**config.mk**
```make
export PLATFORM = sky130hd
export DESIGN_NAME = usage_hour_and_filament_meter_flat
export DESIGN_NICKNAME = d
export VERILOG_FILES = /design/src/rtl/core/uhfm_pkg.sv /design/src/rtl/core/uhfm_if.sv /design/src/rtl/core/uhfm_csr.sv /design/src/rtl/core/uhfm_track.sv /design/src/rtl/core/uhfm_length.sv /design/src/rtl/core/uhfm_meters.sv /design/src/rtl/core/usage_hour_and_filament_meter.sv /design/src/flat_wrapper.sv
export VERILOG_INCLUDE_DIRS = /design/src /design/src/rtl/core
export SDC_FILE = /design/constraint.sdc
export NUM_CORES = 2
export LEC_CHECK = 0
export ABC_AREA = 1
export BUFFER_PORTS_ARGS = -buffer_cell sky130_fd_sc_hd__buf_2
export CORE_UTILIZATION = 45
export CTS_CLUSTER_SIZE = 20
export DETAILED_ROUTE_END_ITERATION = 12
export PLACE_DENSITY = 0.61
export SLEW_MARGIN = 5
export SYNTH_ARGS = -nofsm -noshare
export SYNTH_HDL_FRONTEND = slang
export SYNTH_HIERARCHICAL = 1
export SYNTH_SLANG_ARGS = --single-unit
```
**constraint.sdc**
```tcl
create_clock -name clock -period 9.3 [get_ports clock]
set_clock_uncertainty 0.2 [all_clocks]
set_input_delay 1.86 -clock clock [delete_from_list [all_inputs] [get_ports clock]]
set_output_delay 1.86 -clock clock [all_outputs]
set_load 0.005 [all_outputs]
```
**src/rtl/core/usage_hour_and_filament_meter_assert.svh**
```systemverilog
// Assertion macros shared by the usage meter RTL.
// Expects signals named clock and reset in the scope of each use.
`ifndef USAGE_HOUR_AND_FILAMENT_METER_ASSERT_SVH
`define USAGE_HOUR_AND_FILAMENT_METER_ASSERT_SVH

// Same-cycle implication, disabled while reset is high.
`define UHFM_ASSERT_NOW(label, ante, cons) \
   label: assert property (@(posedge clock) disable iff (reset) (ante) |-> (cons)) \
      else $error("uhfm assertion failed");

// Next-cycle implication, disabled while reset is high.
`define UHFM_ASSERT_NEXT(label, ante, cons) \
   label: assert property (@(posedge clock) disable iff (reset) (ante) |=> (cons)) \
      else $error("uhfm assertion failed");

`endif

```
**src/rtl/core/uhfm_pkg.sv**
```systemverilog
// Shared constants, types and helper functions of the usage meter.
// No dependencies; every RTL module of the block and the bench import it.
`timescale 1ns / 1ps

package uhfm_pkg;

   // Default fraction bits of the mm fixed-point registers
   localparam int FRAC_BITS_DEF = 8;

   // Field widths
   localparam int NUM_METERS = 6;
   localparam int FLOW_W     = 16;
   localparam int FLOW_FRAC  = 12;
   localparam int Q_W        = 24;
   localparam int DIFF_W     = Q_W;
   localparam int ADD_W      = DIFF_W + FLOW_W - FLOW_FRAC;
   localparam int XW         = ADD_W;
   localparam int MW         = XW + 2;
   localparam int LW         = 5;
   localparam int PROD_W     = XW + MW;
   localparam int DIV_STEPS  = XW + Q_W;
   localparam int CNT_W      = 6;

   // Request commands
   localparam logic [1:0] CMD_SAMPLE  = 2'd0;
   localparam logic [1:0] CMD_TRIP    = 2'd1;
   localparam logic [1:0] CMD_RESTORE = 2'd2;
   localparam logic [1:0] CMD_INIT    = 2'd3;

   // Register indexes
   localparam logic [1:0] REG_MINUTE = 2'd0;
   localparam logic [1:0] REG_SAVE   = 2'd1;
   localparam logic [1:0] REG_LIMIT  = 2'd2;
   localparam logic [1:0] REG_UNIT   = 2'd3;

   // Meter slots
   localparam int M_LIFE_MIN  = 0;
   localparam int M_LIFE_PMIN = 1;
   localparam int M_LIFE_LEN  = 2;
   localparam int M_TRIP_MIN  = 3;
   localparam int M_TRIP_PMIN = 4;
   localparam int M_TRIP_LEN  = 5;

   // Register reset values
   localparam logic [31:0] MINUTE_PERIOD_RST = 32'd60000;
   localparam logic [31:0] SAVE_PERIOD_RST   = 32'd3600000;
   localparam int unsigned LIMIT_MM          = 1800;
   localparam int unsigned UNIT_MM           = 10;

   // Control that travels with one request down the pipeline
   typedef struct packed {
      logic [1:0]  cmd;
      logic        fire_m;
      logic        print_inc;
      logic        printing;
      logic        save;
      logic [2:0]  idx;
      logic [31:0] load;
   } uhfm_ctl_type;

   // Configuration seen by the datapath
   typedef struct packed {
      logic [31:0]    minute_period;
      logic [31:0]    save_period;
      logic [Q_W-1:0] limit;
      logic [MW-1:0]  recip;
      logic [LW-1:0]  shift;
      logic           busy;
   } uhfm_cfg_type;

   // mm value to fixed point, saturated to the register width
   function automatic logic [Q_W-1:0] q_default(input int unsigned mm,
                                                input int unsigned frac);
      logic [47:0] v;
      v = 48'(mm) << frac;
      if (v > 48'(24'hFFFFFF)) return 24'hFFFFFF;
      return v[Q_W-1:0];
   endfunction

   // Smallest l with 2**l >= d
   function automatic logic [LW-1:0] ceil_log2_q(input logic [Q_W-1:0] d);
      logic [LW-1:0] l;
      l = LW'(Q_W);
      for (int i = Q_W; i >= 0; i--) begin
         if ((25'd1 << i) >= {1'b0, d}) l = LW'(i);
      end
      return l;
   endfunction

endpackage

```
**src/rtl/core/uhfm_if.sv**
```systemverilog
// Request and response channel interfaces of the usage meter.
// Depends on nothing but plain logic types.
`timescale 1ns / 1ps

interface uhfm_req_if;
   logic               valid;
   logic               ready;
   logic [1:0]         cmd;
   logic [31:0]        now_ms;
   logic signed [31:0] extruder_pos;
   logic [15:0]        flow_scale;
   logic               busy_req;
   logic [2:0]         counter_index;
   logic [31:0]        load_value;

   modport source (output valid, cmd, now_ms, extruder_pos, flow_scale, busy_req,
                   counter_index, load_value, input ready);
   modport sink (input valid, cmd, now_ms, extruder_pos, flow_scale, busy_req,
                 counter_index, load_value, output ready);
endinterface

interface uhfm_rsp_if;
   logic        valid;
   logic        ready;
   logic [31:0] life_minutes;
   logic [31:0] life_print_minutes;
   logic [31:0] life_print_length;
   logic [31:0] trip_minutes;
   logic [31:0] trip_print_minutes;
   logic [31:0] trip_print_length;
   logic        printing;
   logic        save_request;

   modport source (output valid, life_minutes, life_print_minutes, life_print_length,
                   trip_minutes, trip_print_minutes, trip_print_length, printing,
                   save_request, input ready);
   modport sink (input valid, life_minutes, life_print_minutes, life_print_length,
                 trip_minutes, trip_print_minutes, trip_print_length, printing,
                 save_request, output ready);
endinterface

```
**src/rtl/core/uhfm_csr.sv**
```systemverilog
// APB register file plus the bit-serial reciprocal unit for the length unit.
// Depends on uhfm_pkg and the assertion macro header.
`timescale 1ns / 1ps
`include "usage_hour_and_filament_meter_assert.svh"

module uhfm_csr
   import uhfm_pkg::*;
#(
   parameter int FRAC_BITS = FRAC_BITS_DEF
) (
   input  logic         clock,
   input  logic         reset,
   input  logic         psel,
   input  logic         penable,
   input  logic         pwrite,
   input  logic [3:0]   paddr,
   input  logic [31:0]  pwdata,
   output logic [31:0]  prdata,
   output logic         pready,
   output uhfm_cfg_type cfg
);

   localparam logic [Q_W-1:0] LIMIT_RST  = q_default(LIMIT_MM, FRAC_BITS);
   localparam logic [Q_W-1:0] UNIT_RST   = q_default(UNIT_MM, FRAC_BITS);
   localparam logic [Q_W-1:0] UNIT_RST_D = (UNIT_RST == '0) ? Q_W'(1) : UNIT_RST;
   localparam logic [LW-1:0]  UNIT_RST_L = ceil_log2_q(UNIT_RST_D);

   logic [31:0]      minute_ff, save_ff;
   logic [Q_W-1:0]   limit_ff, unit_ff;
   logic [Q_W-1:0]   d_ff, d_new;
   logic [LW-1:0]    l_ff, l_new;
   logic [Q_W-1:0]   rem_ff, rem_in;
   logic [MW-1:0]    q_ff, q_in;
   logic [MW-1:0]    recip_ff;
   logic [CNT_W-1:0] cnt_ff;
   logic             busy_ff;
   logic             wr_w;
   logic [1:0]       reg_idx;
   logic             bit_in;
   logic [Q_W:0]     cat_w;
   logic             ge_w;

   assign pready  = 1'b1;
   assign wr_w    = psel && penable && pwrite;
   assign reg_idx = paddr[3:2];

   // Read back the selected register
   always_comb begin
      case (reg_idx)
         REG_MINUTE: prdata = minute_ff;
         REG_SAVE:   prdata = save_ff;
         REG_LIMIT:  prdata = {8'd0, limit_ff};
         REG_UNIT:   prdata = {8'd0, unit_ff};
         default:    prdata = '0;
      endcase
   end

   // Divisor for a new length unit: zero acts as one
   always_comb begin
      d_new = (pwdata[Q_W-1:0] == '0) ? Q_W'(1) : pwdata[Q_W-1:0];
      l_new = ceil_log2_q(d_new);
   end

   // One restoring step of (2**(XW+l) - 1) / d per cycle, dividend MSB first
   always_comb begin
      bit_in = cnt_ff < (CNT_W'(XW) + CNT_W'(l_ff));
      cat_w  = {rem_ff, bit_in};
      ge_w   = cat_w >= {1'b0, d_ff};
      rem_in = ge_w ? Q_W'(cat_w - {1'b0, d_ff}) : cat_w[Q_W-1:0];
      q_in   = {q_ff[MW-2:0], ge_w};
   end

   // Hold the registers; restart the reciprocal on reset and unit writes
   always_ff @(posedge clock) begin
      if (reset) begin
         minute_ff <= MINUTE_PERIOD_RST;
         save_ff   <= SAVE_PERIOD_RST;
         limit_ff  <= LIMIT_RST;
         unit_ff   <= UNIT_RST;
         d_ff      <= UNIT_RST_D;
         l_ff      <= UNIT_RST_L;
         rem_ff    <= '0;
         q_ff      <= '0;
         cnt_ff    <= CNT_W'(DIV_STEPS - 1);
         busy_ff   <= 1'b1;
      end else begin
         if (wr_w) begin
            case (reg_idx)
               REG_MINUTE: minute_ff <= pwdata;
               REG_SAVE:   save_ff   <= pwdata;
               REG_LIMIT:  limit_ff  <= pwdata[Q_W-1:0];
               REG_UNIT:   unit_ff   <= pwdata[Q_W-1:0];
               default:    ;
            endcase
         end
         if (wr_w && reg_idx == REG_UNIT) begin
            d_ff    <= d_new;
            l_ff    <= l_new;
            rem_ff  <= '0;
            q_ff    <= '0;
            cnt_ff  <= CNT_W'(DIV_STEPS - 1);
            busy_ff <= 1'b1;
         end else if (busy_ff) begin
            rem_ff <= rem_in;
            q_ff   <= q_in;
            cnt_ff <= cnt_ff - CNT_W'(1);
            if (cnt_ff == '0) begin
               busy_ff <= 1'b0;
            end
         end
      end
   end

   // Round the quotient up on the last step
   always_ff @(posedge clock) begin
      if (busy_ff && cnt_ff == '0) recip_ff <= q_in + MW'(1);
   end

   assign cfg.minute_period = minute_ff;
   assign cfg.save_period   = save_ff;
   assign cfg.limit         = limit_ff;
   assign cfg.recip         = recip_ff;
   assign cfg.shift         = l_ff;
   assign cfg.busy          = busy_ff;

   `UHFM_ASSERT_NEXT(a_recip_start, wr_w && reg_idx == REG_UNIT, busy_ff)

endmodule

```
**src/rtl/core/uhfm_track.sv**
```systemverilog
// Input register and timing state: deadlines, printing flag, last position.
// Depends on uhfm_pkg, the channel interfaces and the assertion macro header.
`timescale 1ns / 1ps
`include "usage_hour_and_filament_meter_assert.svh"

module uhfm_track
   import uhfm_pkg::*;
(
   input  logic                clock,
   input  logic                reset,
   uhfm_req_if.sink            req_chan,
   input  uhfm_cfg_type        cfg,
   output logic                dn_valid,
   input  logic                dn_ready,
   output uhfm_ctl_type        dn_ctl,
   output logic [DIFF_W-1:0]   dn_diff,
   output logic [FLOW_W-1:0]   dn_flow
);

   // Input register
   logic              v1_ff, v1_in;
   logic [1:0]        cmd_ff;
   logic [31:0]       now_ff, pos_ff, load_ff;
   logic [FLOW_W-1:0] flow_ff;
   logic              busy_ff;
   logic [2:0]        idx_ff;

   // Timing state
   logic [31:0] md_ff, md_in, sd_ff, sd_in, last_ff, last_in;
   logic        prt_ff, prt_in;

   // Second stage
   logic              v2_ff, v2_in;
   uhfm_ctl_type      ctl2_ff, ctl_in;
   logic [DIFF_W-1:0] diff2_ff, diff_in;
   logic [FLOW_W-1:0] flow2_ff;

   logic        acc_w, p2_free, adv1;
   logic        fire_m, fire_s, len_ok;
   logic [32:0] diff_w;

   // Handshake down the first two stages
   assign p2_free        = !v2_ff || dn_ready;
   assign adv1           = v1_ff && p2_free;
   assign req_chan.ready = (!v1_ff || p2_free) && !cfg.busy;
   assign acc_w          = req_chan.valid && req_chan.ready;
   assign v1_in          = acc_w ? 1'b1 : (adv1 ? 1'b0 : v1_ff);
   assign v2_in          = adv1 ? 1'b1 : (dn_ready ? 1'b0 : v2_ff);

   // Deadlines, extrusion delta and printing flag for the held request
   always_comb begin
      md_in   = md_ff;
      sd_in   = sd_ff;
      last_in = last_ff;
      prt_in  = prt_ff;
      diff_in = '0;
      fire_m  = md_ff < now_ff;
      fire_s  = sd_ff < now_ff;
      diff_w  = {pos_ff[31], pos_ff} - {last_ff[31], last_ff};
      len_ok  = !diff_w[32] && (diff_w != '0) && (diff_w < {9'd0, cfg.limit});
      ctl_in.cmd       = cmd_ff;
      ctl_in.fire_m    = 1'b0;
      ctl_in.print_inc = 1'b0;
      ctl_in.printing  = prt_ff;
      ctl_in.save      = 1'b0;
      ctl_in.idx       = idx_ff;
      ctl_in.load      = load_ff;
      case (cmd_ff)
         CMD_SAMPLE: begin
            if (fire_m) begin
               md_in            = md_ff + cfg.minute_period;
               ctl_in.fire_m    = 1'b1;
               ctl_in.print_inc = prt_ff;
               if (prt_ff) begin
                  last_in = pos_ff;
                  if (len_ok) diff_in = diff_w[DIFF_W-1:0];
               end
               // The accumulator is always empty while printing, since
               // entering print mode clears it; only the delta matters.
               if (busy_ff) begin
                  prt_in  = 1'b1;
                  last_in = pos_ff;
               end else begin
                  if (prt_ff) ctl_in.save = 1'b1;
                  prt_in = 1'b0;
               end
            end
            if (fire_s) begin
               sd_in       = now_ff + cfg.save_period;
               ctl_in.save = 1'b1;
            end
            ctl_in.printing = prt_in;
         end
         CMD_INIT: begin
            sd_in           = now_ff + cfg.save_period;
            md_in           = now_ff + cfg.minute_period;
            prt_in          = 1'b0;
            last_in         = pos_ff;
            ctl_in.printing = 1'b0;
         end
         default: ;
      endcase
   end

   // Advance control and timing state
   always_ff @(posedge clock) begin
      if (reset) begin
         v1_ff   <= 1'b0;
         v2_ff   <= 1'b0;
         md_ff   <= '0;
         sd_ff   <= '0;
         last_ff <= '0;
         prt_ff  <= 1'b0;
      end else begin
         v1_ff <= v1_in;
         v2_ff <= v2_in;
         if (adv1) begin
            md_ff   <= md_in;
            sd_ff   <= sd_in;
            last_ff <= last_in;
            prt_ff  <= prt_in;
         end
      end
   end

   // Capture payload
   always_ff @(posedge clock) begin
      if (acc_w) begin
         cmd_ff  <= req_chan.cmd;
         now_ff  <= req_chan.now_ms;
         pos_ff  <= req_chan.extruder_pos;
         flow_ff <= req_chan.flow_scale;
         busy_ff <= req_chan.busy_req;
         idx_ff  <= req_chan.counter_index;
         load_ff <= req_chan.load_value;
      end
      if (adv1) begin
         ctl2_ff  <= ctl_in;
         diff2_ff <= diff_in;
         flow2_ff <= flow_ff;
      end
   end

   assign dn_valid = v2_ff;
   assign dn_ctl   = ctl2_ff;
   assign dn_diff  = diff2_ff;
   assign dn_flow  = flow2_ff;

   `UHFM_ASSERT_NEXT(a_init_idle, adv1 && cmd_ff == CMD_INIT, !prt_ff)

endmodule

```
**src/rtl/core/uhfm_length.sv**
```systemverilog
// Length datapath: flow-scaled delta, then multiply by the unit reciprocal.
// Depends on uhfm_pkg.
`timescale 1ns / 1ps

module uhfm_length
   import uhfm_pkg::*;
(
   input  logic               clock,
   input  logic               reset,
   input  uhfm_cfg_type       cfg,
   input  logic               up_valid,
   output logic               up_ready,
   input  uhfm_ctl_type       up_ctl,
   input  logic [DIFF_W-1:0]  up_diff,
   input  logic [FLOW_W-1:0]  up_flow,
   output logic               dn_valid,
   input  logic               dn_ready,
   output uhfm_ctl_type       dn_ctl,
   output logic [PROD_W-1:0]  dn_prod,
   output logic               dn_nz
);

   localparam int MUL_W = DIFF_W + FLOW_W;

   logic              v3_ff, v3_in, v4_ff, v4_in;
   uhfm_ctl_type      ctl3_ff, ctl4_ff;
   logic [ADD_W-1:0]  add3_ff, add_in;
   logic [PROD_W-1:0] prod4_ff, prod_in;
   logic              nz4_ff;
   logic [MUL_W-1:0]  mul_w;
   logic [XW-1:0]     x_w;
   logic              p4_free, p3_free, adv3, adv2;

   // Handshake
   assign p4_free  = !v4_ff || dn_ready;
   assign adv3     = v3_ff && p4_free;
   assign p3_free  = !v3_ff || p4_free;
   assign adv2     = up_valid && p3_free;
   assign up_ready = p3_free;
   assign v3_in    = adv2 ? 1'b1 : (adv3 ? 1'b0 : v3_ff);
   assign v4_in    = adv3 ? 1'b1 : (dn_ready ? 1'b0 : v4_ff);

   // Scale the delta by the 4.12 flow multiplier, drop the flow fraction
   always_comb begin
      mul_w  = MUL_W'(up_diff) * MUL_W'(up_flow);
      add_in = mul_w[MUL_W-1:FLOW_FRAC];
   end

   // Whole units: floor((add - 1) / unit) via the exact reciprocal
   always_comb begin
      x_w     = add3_ff - XW'(1);
      prod_in = PROD_W'(x_w) * PROD_W'(cfg.recip);
   end

   always_ff @(posedge clock) begin
      if (reset) begin
         v3_ff <= 1'b0;
         v4_ff <= 1'b0;
      end else begin
         v3_ff <= v3_in;
         v4_ff <= v4_in;
      end
   end

   always_ff @(posedge clock) begin
      if (adv2) begin
         ctl3_ff <= up_ctl;
         add3_ff <= add_in;
      end
      if (adv3) begin
         ctl4_ff  <= ctl3_ff;
         prod4_ff <= prod_in;
         nz4_ff   <= add3_ff != '0;
      end
   end

   assign dn_valid = v4_ff;
   assign dn_ctl   = ctl4_ff;
   assign dn_prod  = prod4_ff;
   assign dn_nz    = nz4_ff;

endmodule

```
**src/rtl/core/uhfm_meters.sv**
```systemverilog
// The six usage meters and the response register.
// Depends on uhfm_pkg, the channel interfaces and the assertion macro header.
`timescale 1ns / 1ps
`include "usage_hour_and_filament_meter_assert.svh"

module uhfm_meters
   import uhfm_pkg::*;
(
   input  logic               clock,
   input  logic               reset,
   input  uhfm_cfg_type       cfg,
   input  logic               up_valid,
   output logic               up_ready,
   input  uhfm_ctl_type       up_ctl,
   input  logic [PROD_W-1:0]  up_prod,
   input  logic               up_nz,
   uhfm_rsp_if.source         rsp_chan
);

   logic [31:0]       meters_ff [NUM_METERS];
   logic [31:0]       meters_in [NUM_METERS];
   logic              vo_ff, vo_in;
   logic              prt_ff, save_ff;
   logic              take;
   logic [CNT_W-1:0]  shamt;
   logic [PROD_W-1:0] shifted;
   logic [XW-1:0]     n_w;

   assign up_ready = !vo_ff || rsp_chan.ready;
   assign take     = up_valid && up_ready;
   assign vo_in    = take ? 1'b1 : (rsp_chan.ready ? 1'b0 : vo_ff);

   // Length count from the reciprocal product
   always_comb begin
      shamt   = CNT_W'(XW) + CNT_W'(cfg.shift);
      shifted = up_prod >> shamt;
      n_w     = up_nz ? shifted[XW-1:0] : '0;
   end

   // Apply the request to the meters
   always_comb begin
      for (int k = 0; k < NUM_METERS; k++) meters_in[k] = meters_ff[k];
      case (up_ctl.cmd)
         CMD_SAMPLE: begin
            if (up_ctl.fire_m) begin
               meters_in[M_LIFE_MIN] = meters_ff[M_LIFE_MIN] + 32'd1;
               meters_in[M_TRIP_MIN] = meters_ff[M_TRIP_MIN] + 32'd1;
               if (up_ctl.print_inc) begin
                  meters_in[M_LIFE_PMIN] = meters_ff[M_LIFE_PMIN] + 32'd1;
                  meters_in[M_TRIP_PMIN] = meters_ff[M_TRIP_PMIN] + 32'd1;
                  meters_in[M_LIFE_LEN]  = meters_ff[M_LIFE_LEN] + 32'(n_w);
                  meters_in[M_TRIP_LEN]  = meters_ff[M_TRIP_LEN] + 32'(n_w);
               end
            end
         end
         CMD_TRIP: begin
            meters_in[M_TRIP_MIN]  = '0;
            meters_in[M_TRIP_PMIN] = '0;
            meters_in[M_TRIP_LEN]  = '0;
         end
         CMD_RESTORE: begin
            // Out-of-range indexes match no slot and are dropped
            for (int k = 0; k < NUM_METERS; k++) begin
               if (up_ctl.idx == 3'(k)) meters_in[k] = up_ctl.load;
            end
         end
         default: ;
      endcase
   end

   always_ff @(posedge clock) begin
      if (reset) begin
         vo_ff <= 1'b0;
         for (int k = 0; k < NUM_METERS; k++) meters_ff[k] <= '0;
      end else begin
         vo_ff <= vo_in;
         if (take) begin
            for (int k = 0; k < NUM_METERS; k++) meters_ff[k] <= meters_in[k];
         end
      end
   end

   always_ff @(posedge clock) begin
      if (take) begin
         prt_ff  <= up_ctl.printing;
         save_ff <= up_ctl.save;
      end
   end

   assign rsp_chan.valid              = vo_ff;
   assign rsp_chan.life_minutes       = meters_ff[M_LIFE_MIN];
   assign rsp_chan.life_print_minutes = meters_ff[M_LIFE_PMIN];
   assign rsp_chan.life_print_length  = meters_ff[M_LIFE_LEN];
   assign rsp_chan.trip_minutes       = meters_ff[M_TRIP_MIN];
   assign rsp_chan.trip_print_minutes = meters_ff[M_TRIP_PMIN];
   assign rsp_chan.trip_print_length  = meters_ff[M_TRIP_LEN];
   assign rsp_chan.printing           = prt_ff;
   assign rsp_chan.save_request       = save_ff;

   `UHFM_ASSERT_NEXT(a_trip_clear, take && up_ctl.cmd == CMD_TRIP, meters_ff[M_TRIP_MIN] == '0 && meters_ff[M_TRIP_PMIN] == '0 && meters_ff[M_TRIP_LEN] == '0)
   `UHFM_ASSERT_NEXT(a_life_hold, !take, $stable(meters_ff[M_LIFE_MIN]) && $stable(meters_ff[M_LIFE_PMIN]) && $stable(meters_ff[M_LIFE_LEN]))
   `UHFM_ASSERT_NOW(a_rsp_after_take, take, up_ready)

endmodule

```
**src/rtl/core/usage_hour_and_filament_meter.sv**
```systemverilog
// Usage hour and filament meter, top level.
// Requests arrive on req_chan (valid/ready): a time sample, a trip reset, a
// meter restore or an initialise. Every request yields exactly one response
// on rsp_chan carrying all six meters, the printing flag and save_request.
// Registers are written over the APB port (psel/penable/pwrite, pready tied
// high) at byte addresses 0, 4, 8 and 12.
// Throughput: one request per cycle while responses are taken and no
// reciprocal pass runs; the pipeline is input register, timing stage, flow
// multiply, reciprocal multiply and the meter/response register.
// The length count divides by length_unit_q8 through a reciprocal computed
// by a bit-serial divider; req ready stays low during that pass, which
// runs after reset and after each write of length_unit_q8.
// Reset (synchronous, active high) clears meters, deadlines, last position
// and printing flag, and loads the register defaults.
// A stalled response holds its payload; requests keep filling empty pipeline
// stages and ready drops only once every stage is occupied.
`timescale 1ns / 1ps

module usage_hour_and_filament_meter
   import uhfm_pkg::*;
#(
   parameter int FRAC_BITS = FRAC_BITS_DEF
) (
   input  logic        clock,
   input  logic        reset,
   uhfm_req_if.sink    req_chan,
   uhfm_rsp_if.source  rsp_chan,
   input  logic        psel,
   input  logic        penable,
   input  logic        pwrite,
   input  logic [3:0]  paddr,
   input  logic [31:0] pwdata,
   output logic [31:0] prdata,
   output logic        pready
);

   uhfm_cfg_type      cfg;
   logic              trk_valid, trk_ready;
   uhfm_ctl_type      trk_ctl;
   logic [DIFF_W-1:0] trk_diff;
   logic [FLOW_W-1:0] trk_flow;
   logic              len_valid, len_ready;
   uhfm_ctl_type      len_ctl;
   logic [PROD_W-1:0] len_prod;
   logic              len_nz;

   uhfm_csr #(
      .FRAC_BITS (FRAC_BITS)
   ) u_csr (
      .clock   (clock),
      .reset   (reset),
      .psel    (psel),
      .penable (penable),
      .pwrite  (pwrite),
      .paddr   (paddr),
      .pwdata  (pwdata),
      .prdata  (prdata),
      .pready  (pready),
      .cfg     (cfg)
   );

   uhfm_track u_track (
      .clock    (clock),
      .reset    (reset),
      .req_chan (req_chan),
      .cfg      (cfg),
      .dn_valid (trk_valid),
      .dn_ready (trk_ready),
      .dn_ctl   (trk_ctl),
      .dn_diff  (trk_diff),
      .dn_flow  (trk_flow)
   );

   uhfm_length u_length (
      .clock    (clock),
      .reset    (reset),
      .cfg      (cfg),
      .up_valid (trk_valid),
      .up_ready (trk_ready),
      .up_ctl   (trk_ctl),
      .up_diff  (trk_diff),
      .up_flow  (trk_flow),
      .dn_valid (len_valid),
      .dn_ready (len_ready),
      .dn_ctl   (len_ctl),
      .dn_prod  (len_prod),
      .dn_nz    (len_nz)
   );

   uhfm_meters u_meters (
      .clock    (clock),
      .reset    (reset),
      .cfg      (cfg),
      .up_valid (len_valid),
      .up_ready (len_ready),
      .up_ctl   (len_ctl),
      .up_prod  (len_prod),
      .up_nz    (len_nz),
      .rsp_chan (rsp_chan)
   );

endmodule

```
**src/flat_wrapper.sv**
```systemverilog
// flat-port wrapper written by rule: the top's interface ports become plain ports
module usage_hour_and_filament_meter_flat import uhfm_pkg::*;
#(
   parameter int FRAC_BITS = FRAC_BITS_DEF
)
  (clock, reset, psel, penable, pwrite, paddr, pwdata, prdata, pready, req_chan_valid, req_chan_cmd, req_chan_now_ms, req_chan_extruder_pos, req_chan_flow_scale, req_chan_busy_req, req_chan_counter_index, req_chan_load_value, req_chan_ready, rsp_chan_valid, rsp_chan_life_minutes, rsp_chan_life_print_minutes, rsp_chan_life_print_length, rsp_chan_trip_minutes, rsp_chan_trip_print_minutes, rsp_chan_trip_print_length, rsp_chan_printing, rsp_chan_save_request, rsp_chan_ready);
  uhfm_req_if req_chan_i ();
  uhfm_rsp_if rsp_chan_i ();
  input  logic clock;
  input  logic reset;
  input  logic psel;
  input  logic penable;
  input  logic pwrite;
  input  logic [3:0] paddr;
  input  logic [31:0] pwdata;
  output logic [31:0] prdata;
  output logic pready;
  input wire logic [$bits(req_chan_i.valid)-1:0] req_chan_valid;
  input wire logic [$bits(req_chan_i.cmd)-1:0] req_chan_cmd;
  input wire logic [$bits(req_chan_i.now_ms)-1:0] req_chan_now_ms;
  input wire logic [$bits(req_chan_i.extruder_pos)-1:0] req_chan_extruder_pos;
  input wire logic [$bits(req_chan_i.flow_scale)-1:0] req_chan_flow_scale;
  input wire logic [$bits(req_chan_i.busy_req)-1:0] req_chan_busy_req;
  input wire logic [$bits(req_chan_i.counter_index)-1:0] req_chan_counter_index;
  input wire logic [$bits(req_chan_i.load_value)-1:0] req_chan_load_value;
  output wire logic [$bits(req_chan_i.ready)-1:0] req_chan_ready;
  output wire logic [$bits(rsp_chan_i.valid)-1:0] rsp_chan_valid;
  output wire logic [$bits(rsp_chan_i.life_minutes)-1:0] rsp_chan_life_minutes;
  output wire logic [$bits(rsp_chan_i.life_print_minutes)-1:0] rsp_chan_life_print_minutes;
  output wire logic [$bits(rsp_chan_i.life_print_length)-1:0] rsp_chan_life_print_length;
  output wire logic [$bits(rsp_chan_i.trip_minutes)-1:0] rsp_chan_trip_minutes;
  output wire logic [$bits(rsp_chan_i.trip_print_minutes)-1:0] rsp_chan_trip_print_minutes;
  output wire logic [$bits(rsp_chan_i.trip_print_length)-1:0] rsp_chan_trip_print_length;
  output wire logic [$bits(rsp_chan_i.printing)-1:0] rsp_chan_printing;
  output wire logic [$bits(rsp_chan_i.save_request)-1:0] rsp_chan_save_request;
  input wire logic [$bits(rsp_chan_i.ready)-1:0] rsp_chan_ready;
  assign req_chan_i.valid = req_chan_valid;
  assign req_chan_i.cmd = req_chan_cmd;
  assign req_chan_i.now_ms = req_chan_now_ms;
  assign req_chan_i.extruder_pos = req_chan_extruder_pos;
  assign req_chan_i.flow_scale = req_chan_flow_scale;
  assign req_chan_i.busy_req = req_chan_busy_req;
  assign req_chan_i.counter_index = req_chan_counter_index;
  assign req_chan_i.load_value = req_chan_load_value;
  assign req_chan_ready = req_chan_i.ready;
  assign rsp_chan_valid = rsp_chan_i.valid;
  assign rsp_chan_life_minutes = rsp_chan_i.life_minutes;
  assign rsp_chan_life_print_minutes = rsp_chan_i.life_print_minutes;
  assign rsp_chan_life_print_length = rsp_chan_i.life_print_length;
  assign rsp_chan_trip_minutes = rsp_chan_i.trip_minutes;
  assign rsp_chan_trip_print_minutes = rsp_chan_i.trip_print_minutes;
  assign rsp_chan_trip_print_length = rsp_chan_i.trip_print_length;
  assign rsp_chan_printing = rsp_chan_i.printing;
  assign rsp_chan_save_request = rsp_chan_i.save_request;
  assign rsp_chan_i.ready = rsp_chan_ready;
  usage_hour_and_filament_meter #(.FRAC_BITS(FRAC_BITS)) u_core (.clock(clock), .reset(reset), .req_chan(req_chan_i), .rsp_chan(rsp_chan_i), .psel(psel), .penable(penable), .pwrite(pwrite), .paddr(paddr), .pwdata(pwdata), .prdata(prdata), .pready(pready));
endmodule
```
==> flow_summary.json <==
{
  "status": "finished clean",
  "grt_usage": 0.301,
  "total_power_uw": 9780,
  "synthesis.nets": 13200,
  "drtPass1Iterations": 6,
  "p_leak_uw": 0.0478,
  "hold_viol": 0,
  "routedWlPerCell_microns": 21.3,
  "area_growth_syn_to_layout_pct": 9.28,
  "clkPwrFrac": 0.455,
  "hp-class": "reg2reg",
  "path_clk_slew_ps": 60,
  "io_pins": 390,
  "nets": 13400,
  "pre_cts_slack_ps": 674,
  "max_cap_violations": 0,
  "synth_area_sq_um": 91000,
  "final_antenna_net_count": 0,
  "cp.arrival_ps": 9000,
  "tightest_slew_ps": 1310,
  "postCtsSetupBuffers": 0,
  "ctsResizeCount": 0,
  "htreeDepth": 3,
  "fin_ws_ps": 621,
  "fin_crit_sh": 0.933,
  "grt_max_degree": 105,
  "required_ps": 9620,
  "syn_inst": 11400,
  "powerDensity_nw_per_um2": 98.3,
  "root_buffer": "clkbuf_16",
  "grt-busiest-layer": "met2",
  "insertion_delay_ps": 820,
  "setup_viol": 0,
  "slew_headroom": 0.129,
  "grt_pass1_wl_microns": 469000,
  "nFillCells": 19600,
  "cts_buffer_depth": 3,
  "die_height_microns": 452,
  "grt_util_met3": 0.0399,
  "finalWirelength_microns": 307000,
  "die-area_sq_um": 204000,
  "io_buffers": 386,
  "p_comb_frac": 0.110,
  "power_switching_share": 0.267,
  "critical_path.max_fanout": 17,
  "regToRegSetupSlack_ps": 620,
  "dp_hpwl_microns": 248000,
  "irDropWorstVdd_uv": 173,
  "slew_viol_final": 0,
  "core_area_sq_um": 200000,
  "drive_gt1_frac": 0.0868,
  "grt_pass1_vias": 78700,
  "antenna_found_initial": 25,
  "die_w_microns": 452,
  "num_rows": 164,
  "vias": 78200,
  "avgSynthCellArea_sq_um": 7.97,
  "rsz0062_at_grt": "no",
  "first_iter_violations": 6265,
  "p_sw_uw": 2610,
  "critPathSlowestCell": "a21boi_0",
  "max_freq_ghz": 0.115,
  "drc_errors": 0,
  "grtUsageMet1": 0.394,
  "slowest_delay_ps": 590,
  "numCtsBuffers": 106,
  "ys_warn_count": 6,
  "cts_tree": "built",
  "grt_overflow_total": 0,
  "p_int_uw": 7160,
  "viasPerCell": 5.42,
  "cts_sinks": 867,
  "worstSetupEndpointType": "flip-flop",
  "power.share.sequential": 0.435,
  "cp-start-kind": "flip-flop",
  "gp_congestion": 0.981,
  "period_minus_slack_ps": 8680,
  "initial_utilization": 0.454,
  "crit_type": "reg2reg",
  "grt.met2_usage": 0.494,
  "hold_buffers": 0,
  "timing.setup.tns_ps": 0
}
## registers in the layout, summed over array words and instances (netlist names), 30 cells and up
register                   flops
u_core/u_length/dn_ctl        41
u_core/u_track/sd_ff          32
u_core/u_csr/recip_ff         30
u_core/u_length/dn_prod       30
u_core/u_track/load_ff        32
u_core/u_track/md_ff          32
u_core/u_track/now_ff         32
u_core/u_track/dn_ctl         41
u_core/u_meters/meters_ff    192
u_core/u_length/ctl3_ff       41
u_core/u_csr/save_ff          32
u_core/u_track/last_ff        32
u_core/u_csr/minute_ff        32
u_core/u_track/pos_ff         32
## critical path, delay by kind of cell, from the launching register on
family | cells | cell delay [ps]
adders and majority gates | 9 | 3950
buffers and inverters | 11 | 1450
and+or+nand+nor | 10 | 1350
AOI/OAI and AO/OA | 3 | 1040
DFF | 1 | 480
## layout by cell type (no fill, tap or decap), types with 17 or more instances in the layout
cell and count:
nand2_1 2673, inv_1 2117, fa_1 1035, nor2_1 891
a21oi_1 824, ha_1 588, edfxtp_1 564, nand3_1 505
o21ai_0 413, buf_2 386, dfxtp_1 303, xor2_1 137
buf_4 135, clkbuf_16 109, nor3_1 108, nand4_1 94
nand2_2 72, xnor2_1 69, nor2_2 54, inv_2 49
o22ai_1 42, o211ai_1 41, nand3b_1 36, diode_2 35
o21bai_1 32, nor4_1 30, o21a_1 27, clkinv_1 26
o2111ai_1 25, a31oi_1 25, nor2_4 24, clkinv_2 23
nand3_2 21, or2_2 18, a21boi_0 18, a21o_1 17
## through the flow
step           utilization  instance area [sq um]  hold WS (ps)  cells
4_1_cts              0.496                  99300           198  14400
2_1_floorplan            -                  91000           200  11400
5_1_grt              0.496                  99400           188  14400
3_5_place_dp         0.477                  95600           205  14200
6_report             0.496                  99400           196  14400
3_3_place_gp         0.477                  95600           201  14200
## power by group through the flow
stage / Combinational (uW) / Clock [uW] / Sequential (uW)
finish: 1080 / 4440 / 4260
detailed placement: 1060 / 0 / 4330
global placement: 1050 / 0 / 4330
global route: 1190 / 4690 / 4260
CTS: 1070 / 4550 / 4250
floorplan: 765 / 0 / 4310
## per-layer routing
metal	wire length, microns	part of all wire
met1	129000	0.42
met2	143000	0.46
met3	19700	0.064
met4	15800	0.052
met5	80	0.00026
## final timing paths
check             cells after the start                                  from                                    end
hold reg to reg                       0   u_core/u_track/flow_ff[4]$_DFFE_PP_    u_core/u_track/dn_flow[4]$_DFFE_PP_
hold / removal                        0   u_core/u_track/flow_ff[4]$_DFFE_PP_    u_core/u_track/dn_flow[4]$_DFFE_PP_
setup reg to reg                     33  u_core/u_length/add3_ff[0]$_DFFE_PP_  u_core/u_length/dn_prod[48]$_DFFE_PP_
setup / recovery                     33  u_core/u_length/add3_ff[0]$_DFFE_PP_  u_core/u_length/dn_prod[48]$_DFFE_PP_
## cell type report
class	instances	area [sq um]	area share
diodes	35	87.6	0.000881
clock buffers	127	2870	0.0288
clock inverters	71	861	0.00866
inverters	2188	8250	0.0830
multi-input cells	7970	58100	0.584
flip-flops and latches	867	23000	0.231
well taps	2656	3320	0.0334
repair buffers	522	2970	0.0298
(Power assumes the default switching activity.)
